### src/hdl/ntcf_pkg.sv
// ----------------------------------------------------------------------------
// ntcf_pkg
// Shared constants for the NTC thermistor temperature filter: register map,
// reset values, fixed-point constants and datapath widths.
// ----------------------------------------------------------------------------
package ntcf_pkg;

  // Consecutive invalid readings that raise a fault.
  localparam logic [7:0]  MAX_INVALID  = 8'd4;
  // Nominal thermistor temperature in 1/100 K.
  localparam logic [15:0] NOM_TEMP_CK  = 16'd29815;

  // ln(2) in Q.30 and 273.15 K (0 C) in 1/256 units.
  localparam logic [29:0] LN2_Q30      = 30'd744261118;
  localparam logic [61:0] ZERO_C_256   = 62'd69926;
  localparam logic [61:0] SAT_LIMIT    = 62'd200997;   // 69926 + 131071
  localparam logic [16:0] TEMP_MAX     = 17'd131071;

  // Divider widths.
  localparam int NUM_W = 62;
  localparam int DEN_W = 48;

  // Register indexes.
  localparam logic [2:0] REG_SUPPLY  = 3'd0;
  localparam logic [2:0] REG_BRIDGE  = 3'd1;
  localparam logic [2:0] REG_SERIES  = 3'd2;
  localparam logic [2:0] REG_NOMINAL = 3'd3;
  localparam logic [2:0] REG_BETA    = 3'd4;
  localparam logic [2:0] REG_ALPHA   = 3'd5;
  localparam logic [2:0] REG_OFFSET  = 3'd6;
  localparam logic [2:0] REG_MAXSAFE = 3'd7;

  // Register reset values.
  localparam logic [22:0] RST_SUPPLY  = 23'd3300000;
  localparam logic [22:0] RST_BRIDGE  = 23'd1650000;
  localparam logic [19:0] RST_SERIES  = 20'd10000;
  localparam logic [19:0] RST_NOMINAL = 20'd100000;
  localparam logic [13:0] RST_BETA    = 14'd3950;
  localparam logic [16:0] RST_ALPHA   = 17'd6554;
  localparam logic [15:0] RST_OFFSET  = 16'd0;
  localparam logic [16:0] RST_MAXSAFE = 17'd38400;

endpackage

### src/hdl/ntcf_div.sv
// ----------------------------------------------------------------------------
// ntcf_div
// Restoring unsigned divider, one quotient bit per cycle.
// ----------------------------------------------------------------------------
module ntcf_div (
  input  logic                       clk,
  input  logic                       rst_n,
  input  logic                       start,
  input  logic [ntcf_pkg::NUM_W-1:0] num,
  input  logic [ntcf_pkg::DEN_W-1:0] den,
  output logic                       done,
  output logic [ntcf_pkg::NUM_W-1:0] quo
);
  import ntcf_pkg::*;

  logic               busy_r, busy_nxt;
  logic               done_r, done_nxt;
  logic [5:0]         cnt_r, cnt_nxt;
  logic [NUM_W-1:0]   qr_r, qr_nxt;
  logic [DEN_W-1:0]   rem_r, rem_nxt;
  logic [DEN_W-1:0]   den_r, den_nxt;
  logic [DEN_W:0]     rem2;
  logic [DEN_W:0]     diff;
  logic               ge;

  assign rem2 = {rem_r, qr_r[NUM_W-1]};
  assign diff = rem2 - {1'b0, den_r};
  assign ge   = rem2 >= {1'b0, den_r};

  always_comb begin
    busy_nxt = busy_r;
    done_nxt = 1'b0;
    cnt_nxt  = cnt_r;
    qr_nxt   = qr_r;
    rem_nxt  = rem_r;
    den_nxt  = den_r;
    if (start) begin
      busy_nxt = 1'b1;
      cnt_nxt  = '0;
      qr_nxt   = num;
      rem_nxt  = '0;
      den_nxt  = den;
    end else if (busy_r) begin
      rem_nxt = ge ? diff[DEN_W-1:0] : rem2[DEN_W-1:0];
      qr_nxt  = {qr_r[NUM_W-2:0], ge};
      cnt_nxt = cnt_r + 6'd1;
      if (cnt_r == 6'(NUM_W - 1)) begin
        busy_nxt = 1'b0;
        done_nxt = 1'b1;
      end
    end
  end

  always_ff @(posedge clk) begin
    if (!rst_n) begin
      busy_r <= 1'b0;
      done_r <= 1'b0;
    end else begin
      busy_r <= busy_nxt;
      done_r <= done_nxt;
    end
    cnt_r <= cnt_nxt;
    qr_r  <= qr_nxt;
    rem_r <= rem_nxt;
    den_r <= den_nxt;
  end

  assign done = done_r;
  assign quo  = qr_r;

endmodule

### src/hdl/ntc_thermistor_temperature_filter_top.sv
// ----------------------------------------------------------------------------
// ntc_thermistor_temperature_filter_top
// Thermistor sample to filtered Celsius temperature with invalid-run fault.
// ----------------------------------------------------------------------------
// One ADC sample enters on in_valid/in_stall and yields exactly one result
// on out_valid/out_stall: fault flag, published temperature (1/256 C),
// reading_valid and the consecutive invalid count. Configuration registers
// sit on the APB port at byte addresses 4*i; they are to be written while
// idle by the user, as the block does not enforce it. in_stall is high from
// the accepted transaction until its result is loaded. A valid sample runs
// the whole sequence before out_valid rises, and the next sample is accepted
// only after its result is loaded: the logarithm of each multiplier product
// normalizes one bit per cycle and then runs 24 squaring steps on the shared
// 34x32 multiplier; the Beta division produces 62 quotient bits. An impossible
// voltage or a zero series, nominal or Beta register skips to the result
// directly; a non-positive Beta denominator or a reading at or below 0 C
// leaves the sequence early as well.
// The result sits in an output register; while the receiver stalls, the
// block still accepts the next sample, and only loading the following result
// waits for the register to empty. Reset restores the register defaults and
// clears the filter, the published temperature and the invalid count.
// ----------------------------------------------------------------------------
module ntc_thermistor_temperature_filter_top (
  input  logic               clk,
  input  logic               rst_n,
  input  logic               in_valid,
  output logic               in_stall,
  input  logic signed [15:0] in_adc_code,
  output logic               out_valid,
  input  logic               out_stall,
  output logic               out_fault,
  output logic signed [17:0] out_temperature,
  output logic               out_reading_valid,
  output logic [7:0]         out_invalid_run,
  input  logic               psel,
  input  logic               penable,
  input  logic               pwrite,
  input  logic [4:0]         paddr,
  input  logic [31:0]        pwdata,
  output logic [31:0]        prdata,
  output logic               pready
);
  import ntcf_pkg::*;

  localparam logic [4:0] S_IDLE = 5'd0;
  localparam logic [4:0] S_MNUM = 5'd1;
  localparam logic [4:0] S_NORM = 5'd2;
  localparam logic [4:0] S_SQ   = 5'd3;
  localparam logic [4:0] S_MDEN = 5'd4;
  localparam logic [4:0] S_MLN  = 5'd5;
  localparam logic [4:0] S_RND  = 5'd6;
  localparam logic [4:0] S_MCL  = 5'd7;
  localparam logic [4:0] S_DEN  = 5'd8;
  localparam logic [4:0] S_DIV  = 5'd9;
  localparam logic [4:0] S_POST = 5'd10;
  localparam logic [4:0] S_FA   = 5'd11;
  localparam logic [4:0] S_FB   = 5'd12;
  localparam logic [4:0] S_FC   = 5'd13;
  localparam logic [4:0] S_PUB  = 5'd14;
  localparam logic [4:0] S_BAD  = 5'd15;
  localparam logic [4:0] S_OUT  = 5'd16;

  // Configuration registers.
  logic [22:0] supply_r, bridge_r;
  logic [19:0] series_r, nominal_r;
  logic [13:0] beta_r;
  logic [16:0] alpha_r;
  logic [15:0] offset_r;
  logic [16:0] maxsafe_r;
  logic        cfg_wr;

  // Sequencer and datapath registers.
  logic [4:0]         state_r, state_nxt;
  logic [23:0]        vt_r, vt_nxt, vd_r, vd_nxt;
  logic [43:0]        x_r, x_nxt;
  logic [5:0]         e_r, e_nxt;
  logic [30:0]        m_r, m_nxt;
  logic [29:0]        r_r, r_nxt, rn_r, rn_nxt;
  logic [4:0]         iter_r, iter_nxt;
  logic               phase_r, phase_nxt;
  logic               neg_r, neg_nxt;
  logic [29:0]        mag_r, mag_nxt, lmag_r, lmag_nxt;
  logic [59:0]        ln_r, ln_nxt;
  logic [45:0]        cl_r, cl_nxt;
  logic [16:0]        tsat_r, tsat_nxt;
  logic [33:0]        at_r, at_nxt;
  logic [49:0]        pf_r, pf_nxt;
  logic [33:0]        filt_r, filt_nxt;
  logic signed [17:0] pub_r, pub_nxt;
  logic [7:0]         cnt_r, cnt_nxt;
  logic               rv_r, rv_nxt;

  logic               out_valid_r, out_valid_nxt;
  logic               out_fault_r;
  logic signed [17:0] out_temp_r;
  logic               out_rv_r;
  logic [7:0]         out_run_r;
  logic               load;

  // Shared multiplier.
  logic [33:0] op_a;
  logic [31:0] op_b;
  logic [65:0] prod;

  logic signed [25:0] vt_c;
  logic [23:0]        vs_c;
  logic               in_bad;
  logic [31:0]        mm;
  logic [29:0]        r_sq;
  logic signed [30:0] d_c;
  logic [60:0]        rnd;
  logic [20:0]        b100;
  logic signed [48:0] den_base, den_s;
  logic [16:0]        alpha_c, oma;
  logic [50:0]        fsum;
  logic [34:0]        pr_sum;
  logic signed [19:0] p_c;
  logic               fault_c;

  logic               div_start, div_done;
  logic [NUM_W-1:0]   div_quo;
  logic [61:0]        t_c;

  // Configuration port.
  assign pready = 1'b1;
  assign cfg_wr = psel && penable && pwrite;

  always_ff @(posedge clk) begin
    if (!rst_n) begin
      supply_r  <= RST_SUPPLY;
      bridge_r  <= RST_BRIDGE;
      series_r  <= RST_SERIES;
      nominal_r <= RST_NOMINAL;
      beta_r    <= RST_BETA;
      alpha_r   <= RST_ALPHA;
      offset_r  <= RST_OFFSET;
      maxsafe_r <= RST_MAXSAFE;
    end else if (cfg_wr) begin
      case (paddr[4:2])
        REG_SUPPLY:  supply_r  <= pwdata[22:0];
        REG_BRIDGE:  bridge_r  <= pwdata[22:0];
        REG_SERIES:  series_r  <= pwdata[19:0];
        REG_NOMINAL: nominal_r <= pwdata[19:0];
        REG_BETA:    beta_r    <= pwdata[13:0];
        REG_ALPHA:   alpha_r   <= pwdata[16:0];
        REG_OFFSET:  offset_r  <= pwdata[15:0];
        REG_MAXSAFE: maxsafe_r <= pwdata[16:0];
        default: ;
      endcase
    end
  end

  always_comb begin
    case (paddr[4:2])
      REG_SUPPLY:  prdata = {9'b0, supply_r};
      REG_BRIDGE:  prdata = {9'b0, bridge_r};
      REG_SERIES:  prdata = {12'b0, series_r};
      REG_NOMINAL: prdata = {12'b0, nominal_r};
      REG_BETA:    prdata = {18'b0, beta_r};
      REG_ALPHA:   prdata = {15'b0, alpha_r};
      REG_OFFSET:  prdata = {16'b0, offset_r};
      REG_MAXSAFE: prdata = {15'b0, maxsafe_r};
      default:     prdata = '0;
    endcase
  end

  // Input voltages in units of 0.5 uV.
  assign vt_c   = 26'(in_adc_code) * 26'sd125 + $signed({2'b00, bridge_r, 1'b0});
  assign vs_c   = {supply_r, 1'b0};
  assign in_bad = (vt_c <= 26'sd0) || (vt_c >= $signed({2'b00, vs_c})) ||
                  (series_r == '0) || (nominal_r == '0) || (beta_r == '0);

  assign alpha_c = (alpha_r > 17'h10000) ? 17'h10000 : alpha_r;
  assign oma     = 17'h10000 - alpha_c;

  always_comb begin
    case (state_r)
      S_MNUM:  begin op_a = {10'b0, vt_r};       op_b = {12'b0, series_r};  end
      S_MDEN:  begin op_a = {10'b0, vd_r};       op_b = {12'b0, nominal_r}; end
      S_SQ:    begin op_a = {3'b0, m_r};         op_b = {1'b0, m_r};        end
      S_MLN:   begin op_a = {4'b0, mag_r};       op_b = {2'b0, LN2_Q30};    end
      S_MCL:   begin op_a = {18'b0, NOM_TEMP_CK}; op_b = {2'b0, lmag_r};    end
      S_DEN:   begin op_a = {18'b0, NOM_TEMP_CK}; op_b = {18'b0, beta_r};   end
      S_FA:    begin op_a = {17'b0, alpha_c};    op_b = {15'b0, tsat_r};    end
      S_FB:    begin op_a = filt_r;              op_b = {15'b0, oma};       end
      default: begin op_a = '0;                  op_b = '0;                 end
    endcase
  end

  assign prod = {32'b0, op_a} * {34'b0, op_b};

  // Squaring step of the logarithm.
  assign mm   = prod[61:30];
  assign r_sq = {r_r[28:0], mm[31]};
  assign d_c  = $signed({1'b0, rn_r}) - $signed({1'b0, r_sq});

  assign rnd  = {1'b0, ln_r} + (61'd1 << 29);

  // Beta equation denominator.
  assign b100     = 21'(beta_r) * 21'd100;
  assign den_base = $signed({4'b0, b100, 24'b0});
  assign den_s    = neg_r ? den_base - $signed({3'b0, cl_r})
                          : den_base + $signed({3'b0, cl_r});
  assign div_start = (state_r == S_DEN) && (den_s > 49'sd0);

  ntcf_div u_div (
    .clk   (clk),
    .rst_n (rst_n),
    .start (div_start),
    .num   ({prod[29:0], 32'b0}),
    .den   (den_s[DEN_W-1:0]),
    .done  (div_done),
    .quo   (div_quo)
  );

  assign t_c    = div_quo - ZERO_C_256;
  assign fsum   = {1'b0, at_r, 16'b0} + {1'b0, pf_r} + 51'd32768;
  assign pr_sum = {1'b0, filt_r} + 35'd32768;
  assign p_c    = $signed({1'b0, pr_sum[34:16]}) + 20'(signed'(offset_r));

  assign load    = (state_r == S_OUT) && (!out_valid_r || !out_stall);
  assign fault_c = (cnt_r >= MAX_INVALID) || (pub_r > $signed({1'b0, maxsafe_r}));

  always_comb begin
    state_nxt = state_r;
    vt_nxt    = vt_r;
    vd_nxt    = vd_r;
    x_nxt     = x_r;
    e_nxt     = e_r;
    m_nxt     = m_r;
    r_nxt     = r_r;
    rn_nxt    = rn_r;
    iter_nxt  = iter_r;
    phase_nxt = phase_r;
    neg_nxt   = neg_r;
    mag_nxt   = mag_r;
    lmag_nxt  = lmag_r;
    ln_nxt    = ln_r;
    cl_nxt    = cl_r;
    tsat_nxt  = tsat_r;
    at_nxt    = at_r;
    pf_nxt    = pf_r;
    filt_nxt  = filt_r;
    pub_nxt   = pub_r;
    cnt_nxt   = cnt_r;
    rv_nxt    = rv_r;
    case (state_r)
      S_IDLE: begin
        if (in_valid) begin
          vt_nxt    = vt_c[23:0];
          vd_nxt    = vs_c - vt_c[23:0];
          phase_nxt = 1'b0;
          state_nxt = in_bad ? S_BAD : S_MNUM;
        end
      end
      S_MNUM, S_MDEN: begin
        x_nxt     = prod[43:0];
        e_nxt     = 6'd43;
        state_nxt = S_NORM;
      end
      S_NORM: begin
        // Shift left until the leading one reaches the top bit.
        if (x_r[43]) begin
          m_nxt     = x_r[43:13];
          r_nxt     = {24'b0, e_r};
          iter_nxt  = '0;
          state_nxt = S_SQ;
        end else begin
          x_nxt = {x_r[42:0], 1'b0};
          e_nxt = e_r - 6'd1;
        end
      end
      S_SQ: begin
        m_nxt    = mm[31] ? mm[31:1] : mm[30:0];
        r_nxt    = r_sq;
        iter_nxt = iter_r + 5'd1;
        if (iter_r == 5'd23) begin
          if (!phase_r) begin
            rn_nxt    = r_sq;
            phase_nxt = 1'b1;
            state_nxt = S_MDEN;
          end else begin
            neg_nxt   = d_c[30];
            mag_nxt   = d_c[30] ? 30'(-d_c) : d_c[29:0];
            state_nxt = S_MLN;
          end
        end
      end
      S_MLN: begin
        ln_nxt    = prod[59:0];
        state_nxt = S_RND;
      end
      S_RND: begin
        lmag_nxt  = rnd[59:30];
        state_nxt = S_MCL;
      end
      S_MCL: begin
        cl_nxt    = prod[45:0];
        state_nxt = S_DEN;
      end
      S_DEN: begin
        state_nxt = div_start ? S_DIV : S_BAD;
      end
      S_DIV: begin
        if (div_done) begin
          state_nxt = S_POST;
        end
      end
      S_POST: begin
        if (div_quo <= ZERO_C_256) begin
          state_nxt = S_BAD;
        end else begin
          tsat_nxt  = (div_quo >= SAT_LIMIT) ? TEMP_MAX : t_c[16:0];
          state_nxt = S_FA;
        end
      end
      S_FA: begin
        at_nxt    = prod[33:0];
        state_nxt = S_FB;
      end
      S_FB: begin
        pf_nxt    = prod[49:0];
        state_nxt = S_FC;
      end
      S_FC: begin
        filt_nxt  = fsum[49:16];
        state_nxt = S_PUB;
      end
      S_PUB: begin
        if (p_c > 20'sd131071) begin
          pub_nxt = 18'sd131071;
        end else if (p_c < -20'sd131072) begin
          pub_nxt = -18'sd131072;
        end else begin
          pub_nxt = p_c[17:0];
        end
        cnt_nxt   = '0;
        rv_nxt    = 1'b1;
        state_nxt = S_OUT;
      end
      S_BAD: begin
        if (cnt_r < MAX_INVALID) begin
          cnt_nxt = cnt_r + 8'd1;
        end
        rv_nxt    = 1'b0;
        state_nxt = S_OUT;
      end
      S_OUT: begin
        if (load) begin
          state_nxt = S_IDLE;
        end
      end
      default: state_nxt = S_IDLE;
    endcase
  end

  always_comb begin
    out_valid_nxt = out_valid_r;
    if (out_valid_r && !out_stall) begin
      out_valid_nxt = 1'b0;
    end
    if (load) begin
      out_valid_nxt = 1'b1;
    end
  end

  always_ff @(posedge clk) begin
    if (!rst_n) begin
      state_r     <= S_IDLE;
      out_valid_r <= 1'b0;
      filt_r      <= '0;
      pub_r       <= '0;
      cnt_r       <= '0;
    end else begin
      state_r     <= state_nxt;
      out_valid_r <= out_valid_nxt;
      filt_r      <= filt_nxt;
      pub_r       <= pub_nxt;
      cnt_r       <= cnt_nxt;
    end
    vt_r    <= vt_nxt;
    vd_r    <= vd_nxt;
    x_r     <= x_nxt;
    e_r     <= e_nxt;
    m_r     <= m_nxt;
    r_r     <= r_nxt;
    rn_r    <= rn_nxt;
    iter_r  <= iter_nxt;
    phase_r <= phase_nxt;
    neg_r   <= neg_nxt;
    mag_r   <= mag_nxt;
    lmag_r  <= lmag_nxt;
    ln_r    <= ln_nxt;
    cl_r    <= cl_nxt;
    tsat_r  <= tsat_nxt;
    at_r    <= at_nxt;
    pf_r    <= pf_nxt;
    rv_r    <= rv_nxt;
    if (load) begin
      out_fault_r <= fault_c;
      out_temp_r  <= pub_r;
      out_rv_r    <= rv_r;
      out_run_r   <= cnt_r;
    end
  end

  assign in_stall          = (state_r != S_IDLE);
  assign out_valid         = out_valid_r;
  assign out_fault         = out_fault_r;
  assign out_temperature   = out_temp_r;
  assign out_reading_valid = out_rv_r;
  assign out_invalid_run   = out_run_r;

endmodule
### config.mk
export PLATFORM = sky130hd
export DESIGN_NAME = ntc_thermistor_temperature_filter_top
export DESIGN_NICKNAME = d
export VERILOG_FILES = /design/src/hdl/ntcf_pkg.sv /design/src/hdl/ntcf_div.sv /design/src/hdl/ntc_thermistor_temperature_filter_top.sv
export SDC_FILE = /design/constraint.sdc
export NUM_CORES = 2
export LEC_CHECK = 0
export ABC_AREA = 1
export BUFFER_PORTS_ARGS = -buffer_cell sky130_fd_sc_hd__buf_2
export CAP_MARGIN = 20
export CORE_MARGIN = 3
export CORE_UTILIZATION = 50
export DETAILED_ROUTE_END_ITERATION = 6
export PLACE_DENSITY = 0.66
export RECOVER_POWER = 100
export REMOVE_ABC_BUFFERS = 1
export SYNTH_ARGS = -nofsm -noshare
export SYNTH_HDL_FRONTEND = slang
export SYNTH_HIERARCHICAL = 1
export SYNTH_SLANG_ARGS = --single-unit
### constraint.sdc
create_clock -name clk -period 18.7 [get_ports clk]
set_input_delay 0 -clock clk [delete_from_list [all_inputs] [get_ports clk]]
set_output_delay 0 -clock clk [all_outputs]
set_load 0.02 [all_outputs]
# Word-level counts from Yosys, hierarchy flattened
# Index checks and enable logic that the tools add are counted.
# totals
reg_bits	873
wordCells	202
# op_classes
eq_ne	32
muxes	44
multipliers	3
n_reduce_logical	46
add_sub_neg	18
magnitude_cmp	12
n_bitwise	4
# ops
operator	count
32-bit case mux with 8 select lines	1
31-bit case mux with 8 select lines	1
34-bit case mux with 7 select lines	1
62-bit two-way mux	2
44-bit case mux with 2 select lines	1
5-bit case mux with 15 select lines	1
62-bit by 18-bit greater-or-equal comparator with 1-bit output, second input constant	1
62-bit by 17-bit <= comparator with 1-bit output, second input constant	1
34-bit by 32-bit multiplier with 62-bit output	1
31-bit two-way mux	2
31-bit case mux with 2 select lines	1
60-bit by 30-bit adder with 60-bit output, second input constant	1
29-bit case mux with 2 select lines	1
50-bit by 16-bit adder with 50-bit output, second input constant	1
50-bit adder	1
49-bit by 48-bit greater-or-equal comparator with 1-bit output	1
49-bit by 1-bit > comparator with 1-bit output, second input constant	1
49-bit two-way mux	1
48-bit two-way mux	1
48-bit subtractor	1
45-bit by 46-bit adder with 47-bit output	1
45-bit by 46-bit subtractor with 47-bit output	1
44-bit two-way mux	1
5-bit by 4-bit == test with 1-bit output, second input constant	8
other kinds (61)	126

# Depth between registers and ports, before layout
# depth
ltp_word	10
depth_mapped	75

# Cells and area by module
# The synthesis kept the hierarchy.
# modules_own_cells
mod	n_inst	cells_each	seq_area_each_um2	area_per_inst_um2
ntc_thermistor_temperature_filter_top	1	9507	17717.0	77409.2
ntcf_div	1	1696	4424.2	11330.9

# Least setup slack after synthesis
# Ideal clock, no wire load.
# synth_path
path_type	register to register
start	register state_r[2]
end	register mag_r[20], data pin
path_buffers	2
path_stages_with_launch	54
slack_ps	7114
arrival_ps	11319
path_cell_list	dfxtp_1 -> inv_2 -> nor2_1 -> inv_1 -> nor2_1 -> inv_2 -> nor2_4 -> clkbuf_1 -> nand2_1 -> nand3_1 -> clkbuf_1 -> nand2_1 -> fa_1 -> fa_1 -> inv_1 -> fa_1 -> inv_1 -> fa_1 -> [18 not listed] -> nand2_2 -> inv_1 -> ha_1 -> inv_1 -> fa_1 -> nand3_1 -> nand2_1 -> a31o_2 -> xnor2_1 -> nand2_1 -> nor2_1 -> nand3_1 -> nor3_1 -> nand2_1 -> nand2_1 -> nand2_1 -> nand2_1 -> o21ai_0
# synth_via
elab_chain_cells	7
# synth_rtl
element	line_no	text
start: declaration	ntc_thermistor_temperature_filter_top.sv:73	logic [4:0] state_r, state_nxt;
start signal: assignment	ntc_thermistor_temperature_filter_top.sv:375	state_r <= state_nxt;
5-bit by 4-bit == test with 1-bit output or 5-bit by 3-bit == test with 1-bit output (tied branches)	ntc_thermistor_temperature_filter_top.sv:177	case (state_r)
2-bit OR reduction (no line)	n/a	
34-bit case mux with 7 select lines	ntc_thermistor_temperature_filter_top.sv:177	
34-bit by 32-bit multiplier with 62-bit output (*)	ntc_thermistor_temperature_filter_top.sv:190	assign prod = {32'b0, op_a} * {34'b0, op_b};
net prod[61]	ntc_thermistor_temperature_filter_top.sv:103	logic [65:0] prod;
30-bit by 30-bit subtractor with 31-bit output (*)	ntc_thermistor_temperature_filter_top.sv:195	assign d_c = $signed({1'b0, rn_r}) - $signed({1'b0, r_sq});
30-bit negation	ntc_thermistor_temperature_filter_top.sv:284	mag_nxt = d_c[30] ? 30'(-d_c) : d_c[29:0];
30-bit two-way mux (*)	ntc_thermistor_temperature_filter_top.sv:284	
end signal: assignment	ntc_thermistor_temperature_filter_top.sv:391	mag_r <= mag_nxt;
end: declaration	ntc_thermistor_temperature_filter_top.sv:82	logic [29:0] mag_r, mag_nxt, lmag_r, lmag_nxt;
# The timed path passes the listed nets; every way through them passes the cells marked *.
# A chain may end at the register's enable or synchronous reset.

# Worst setup path in the final report
# layout_path
start	register state_r[4]
end	register mag_r[23], data pin
# The elaborated chain is that of the path after synthesis.

==> impl_metrics.toml <==
[clocking]
cts_tree = "yes"
cts-root-buf = "clkbuf_16"
htree_levels = 3
cts_inserted_buffers = 88
clk_pin_slew_worst_paths_ns = 0.07
cts_hold_buf = 29
clkSinkCount = 828
cts_resized = 0
clock_latency_ns = 0.74
cts_buffer_depth = 3
cts_setup_buffers = 0

[drt]
vias = 75648
viasPerCell = 5.52
drtIter0Drc = 7269
drt_first_pass_iters = 6
detail-route-antenna-nets = 0
drc_errors = 0
wl_per_cell_um = 21.7
routed_wl_um = 297000

[die]
die_h_um = 427
coreArea_sq_um = 175000
die_area_sq_um = 183000
fp-row-count = 153
start_util_pct = 50.7
dieWidth_um = 427
io_pins = 123

[place]
gp_congestion = 1.02
io_buffers = 101
hpwl_um = 237000
pre_cts_slack_ns = 4.10

[sta]
worstMarginPinSlew_ns = 4.23
setup_slack_ns = 2.44
rsz0062_at_grt = "no"
post-route-period-util_pct = 86.9
fin_crit_ns = 16.26
tns_ns = 0
fin_skew_ns = 0.0603
fmax_ghz = 0.0615
setup_viol_count_final = 0
maxSlewViolCount = 1088
holdWs_ns = 0.0567
finalHoldViolCount = 0
slew_headroom_pct = -182

[hold_path]
hold_class = "input pin to register"

[yosys]
netlist_instances = 11203
syn-cell-area_sq_um = 88700
syn_area_per_cell_sq_um = 7.92
synth_cell_types = 81
synthFlopType = "edfxtp_1"
synth_warnings = 6
synth-async-reset-ratio_pct = 0
ys_seq_area_share_pct = 25.0
synth-edff-count = 556
ys_ff_latch = 828

[worst_setup_path]
critical-path-max-stage-delay_ns = 2.43
cp_slowest_cell = "clkbuf_1"
worst_setup_path_end_kind = "register"
crit_path_max_fanout = 57
worstSetupStartpointType = "register"
required_ns = 19.17
worstPathArrival_ns = 16.72
crit_type = "register to register"

[run]
drv_cap = 23

[layout]
layout_commonest_cell = "nand2_1"
drive_gt1_share_pct = 3.71
layout_common_cells = "2,603 x nand2_1, 2,388 x inv_1, 1,061 x nor2_1"
area_delta_synth_final_pct = 7.14
nets = 12967

[global_routing]
grt.overflow.total = 0
grt_first_pass_wirelength_um = 451000
grt_max_degree = 95
gr-usage-all-layers_pct = 32.7
grt_pass1_vias = 74875
antenna_found_initial = 12

[run_status]
status = "finished, violations left"
violations = "capacitance limit, slew limit"

[power_and_ir_drop]
p_per_area_nw_per_um2 = 140
leakagePower_nw = 45.8
power_w = 0.0133
peakVddDrop_v = 0.000199
[cell families after synthesis]
kind of cell / synth area share (%)
simple gates: 20.5
buf+inv: 12.1
fa+ha+maj: 31.5
compound gates: 8.18
flops: 25.0
xor+xnor: 2.86
other cells: 0.00846
[area by class of cell]
type                            instances  area (sq um)
Tap cell                             2325          2910
Inverter                             2433          9140
Fill cell                           16683         80100
Timing Repair Buffer                  262          1600
Sequential cell                       828         22100
Clock buffer                          101          2320
Antenna cell                            4          10.0
Clock inverter                         65           748
Multi-Input combinational cell       7674         56200
[synth_stat cells (26+ instances only)]
cell type | n | share of area (%)
o22ai_1 | 34 | 0.24
ha_1 | 602 | 8.5
dfxtp_1 | 272 | 6.1
a21o_1 | 27 | 0.23
nor3_1 | 74 | 0.42
fa_1 | 1018 | 23
xor2_1 | 185 | 1.8
nand3_1 | 422 | 2.4
xnor2_1 | 97 | 0.96
buf_2 | 114 | 0.64
nor4_1 | 32 | 0.23
inv_1 | 2384 | 10
o21bai_1 | 26 | 0.22
inv_2 | 31 | 0.13
nor2_1 | 1064 | 4.5
a21oi_1 | 483 | 2.7
nand4_1 | 131 | 0.92
clkbuf_1 | 177 | 0.75
a31oi_1 | 31 | 0.22
o21ai_0 | 398 | 2.2
nand2_1 | 2605 | 11
edfxtp_1 | 556 | 19
o211ai_1 | 52 | 0.44
a22o_1 | 41 | 0.40
[path summary, 6_finish.rpt]
check | end | slack [ns] | startpoint | cells past startpoint
min | bridge_r[20] | 0.06 | pwdata[20] | 4
min reg2reg | out_reading_valid | 0.43 | rv_r | 0
max reg2reg | mag_r[23] | 2.44 | state_r[4] | 55
max | mag_r[23] | 2.44 | state_r[4] | 55
[registers in the layout (all words and copies together), names as in the netlist, 23 cells and up]
signal and cells:
mag_r 30, pf_r 35, cl_r 46, u_div/rem_r 48, m_r 31, u_div/den_r 48
r_r 29, supply_r 23, vd_r 23, ln_r 31, bridge_r 23, rn_r 30
vt_r 24, filt_r 34, x_r 44, u_div/quo 62, at_r 34, lmag_r 30
[power breakdown]
group / total, W / switching (W) / internal [W]
clock: 0.00188 / 0.000810 / 0.00107
combinational: 0.00865 / 0.00620 / 0.00244
sequential: 0.00282 / 0.000133 / 0.00269
[critical path, delay by kind of cell, from the launching register on]
family          cells  cell delay, ns
buf+inv            14            4.89
fa+ha+maj          11            4.93
simple gates       23            4.31
xor+xnor            1            0.14
flops               1            0.36
compound gates      6            1.30
[metal layers]
metal / up-vias / track usage (%) / part of all wire, %
li1: 34795 / - / -
met1: 36762 / 43.6 / 40
met2: 3440 / 52.0 / 45
met3: 643 / 5.74 / 9.0
met4: 8 / 14.9 / 5.6
met5: - / 0.484 / 0.051
[per-stage QoR]
step | cells | util [%] | area (sq um)
floorplan | 10935 | - | 87400
global placement | 13485 | 52.5 | 92000
detailed placement | 13491 | 52.6 | 92100
CTS | 13686 | 54.5 | 95400
global route | 13689 | 54.3 | 95100
finish | 13692 | 54.3 | 95100
Note: power is estimated with default switching activity, not from simulation.
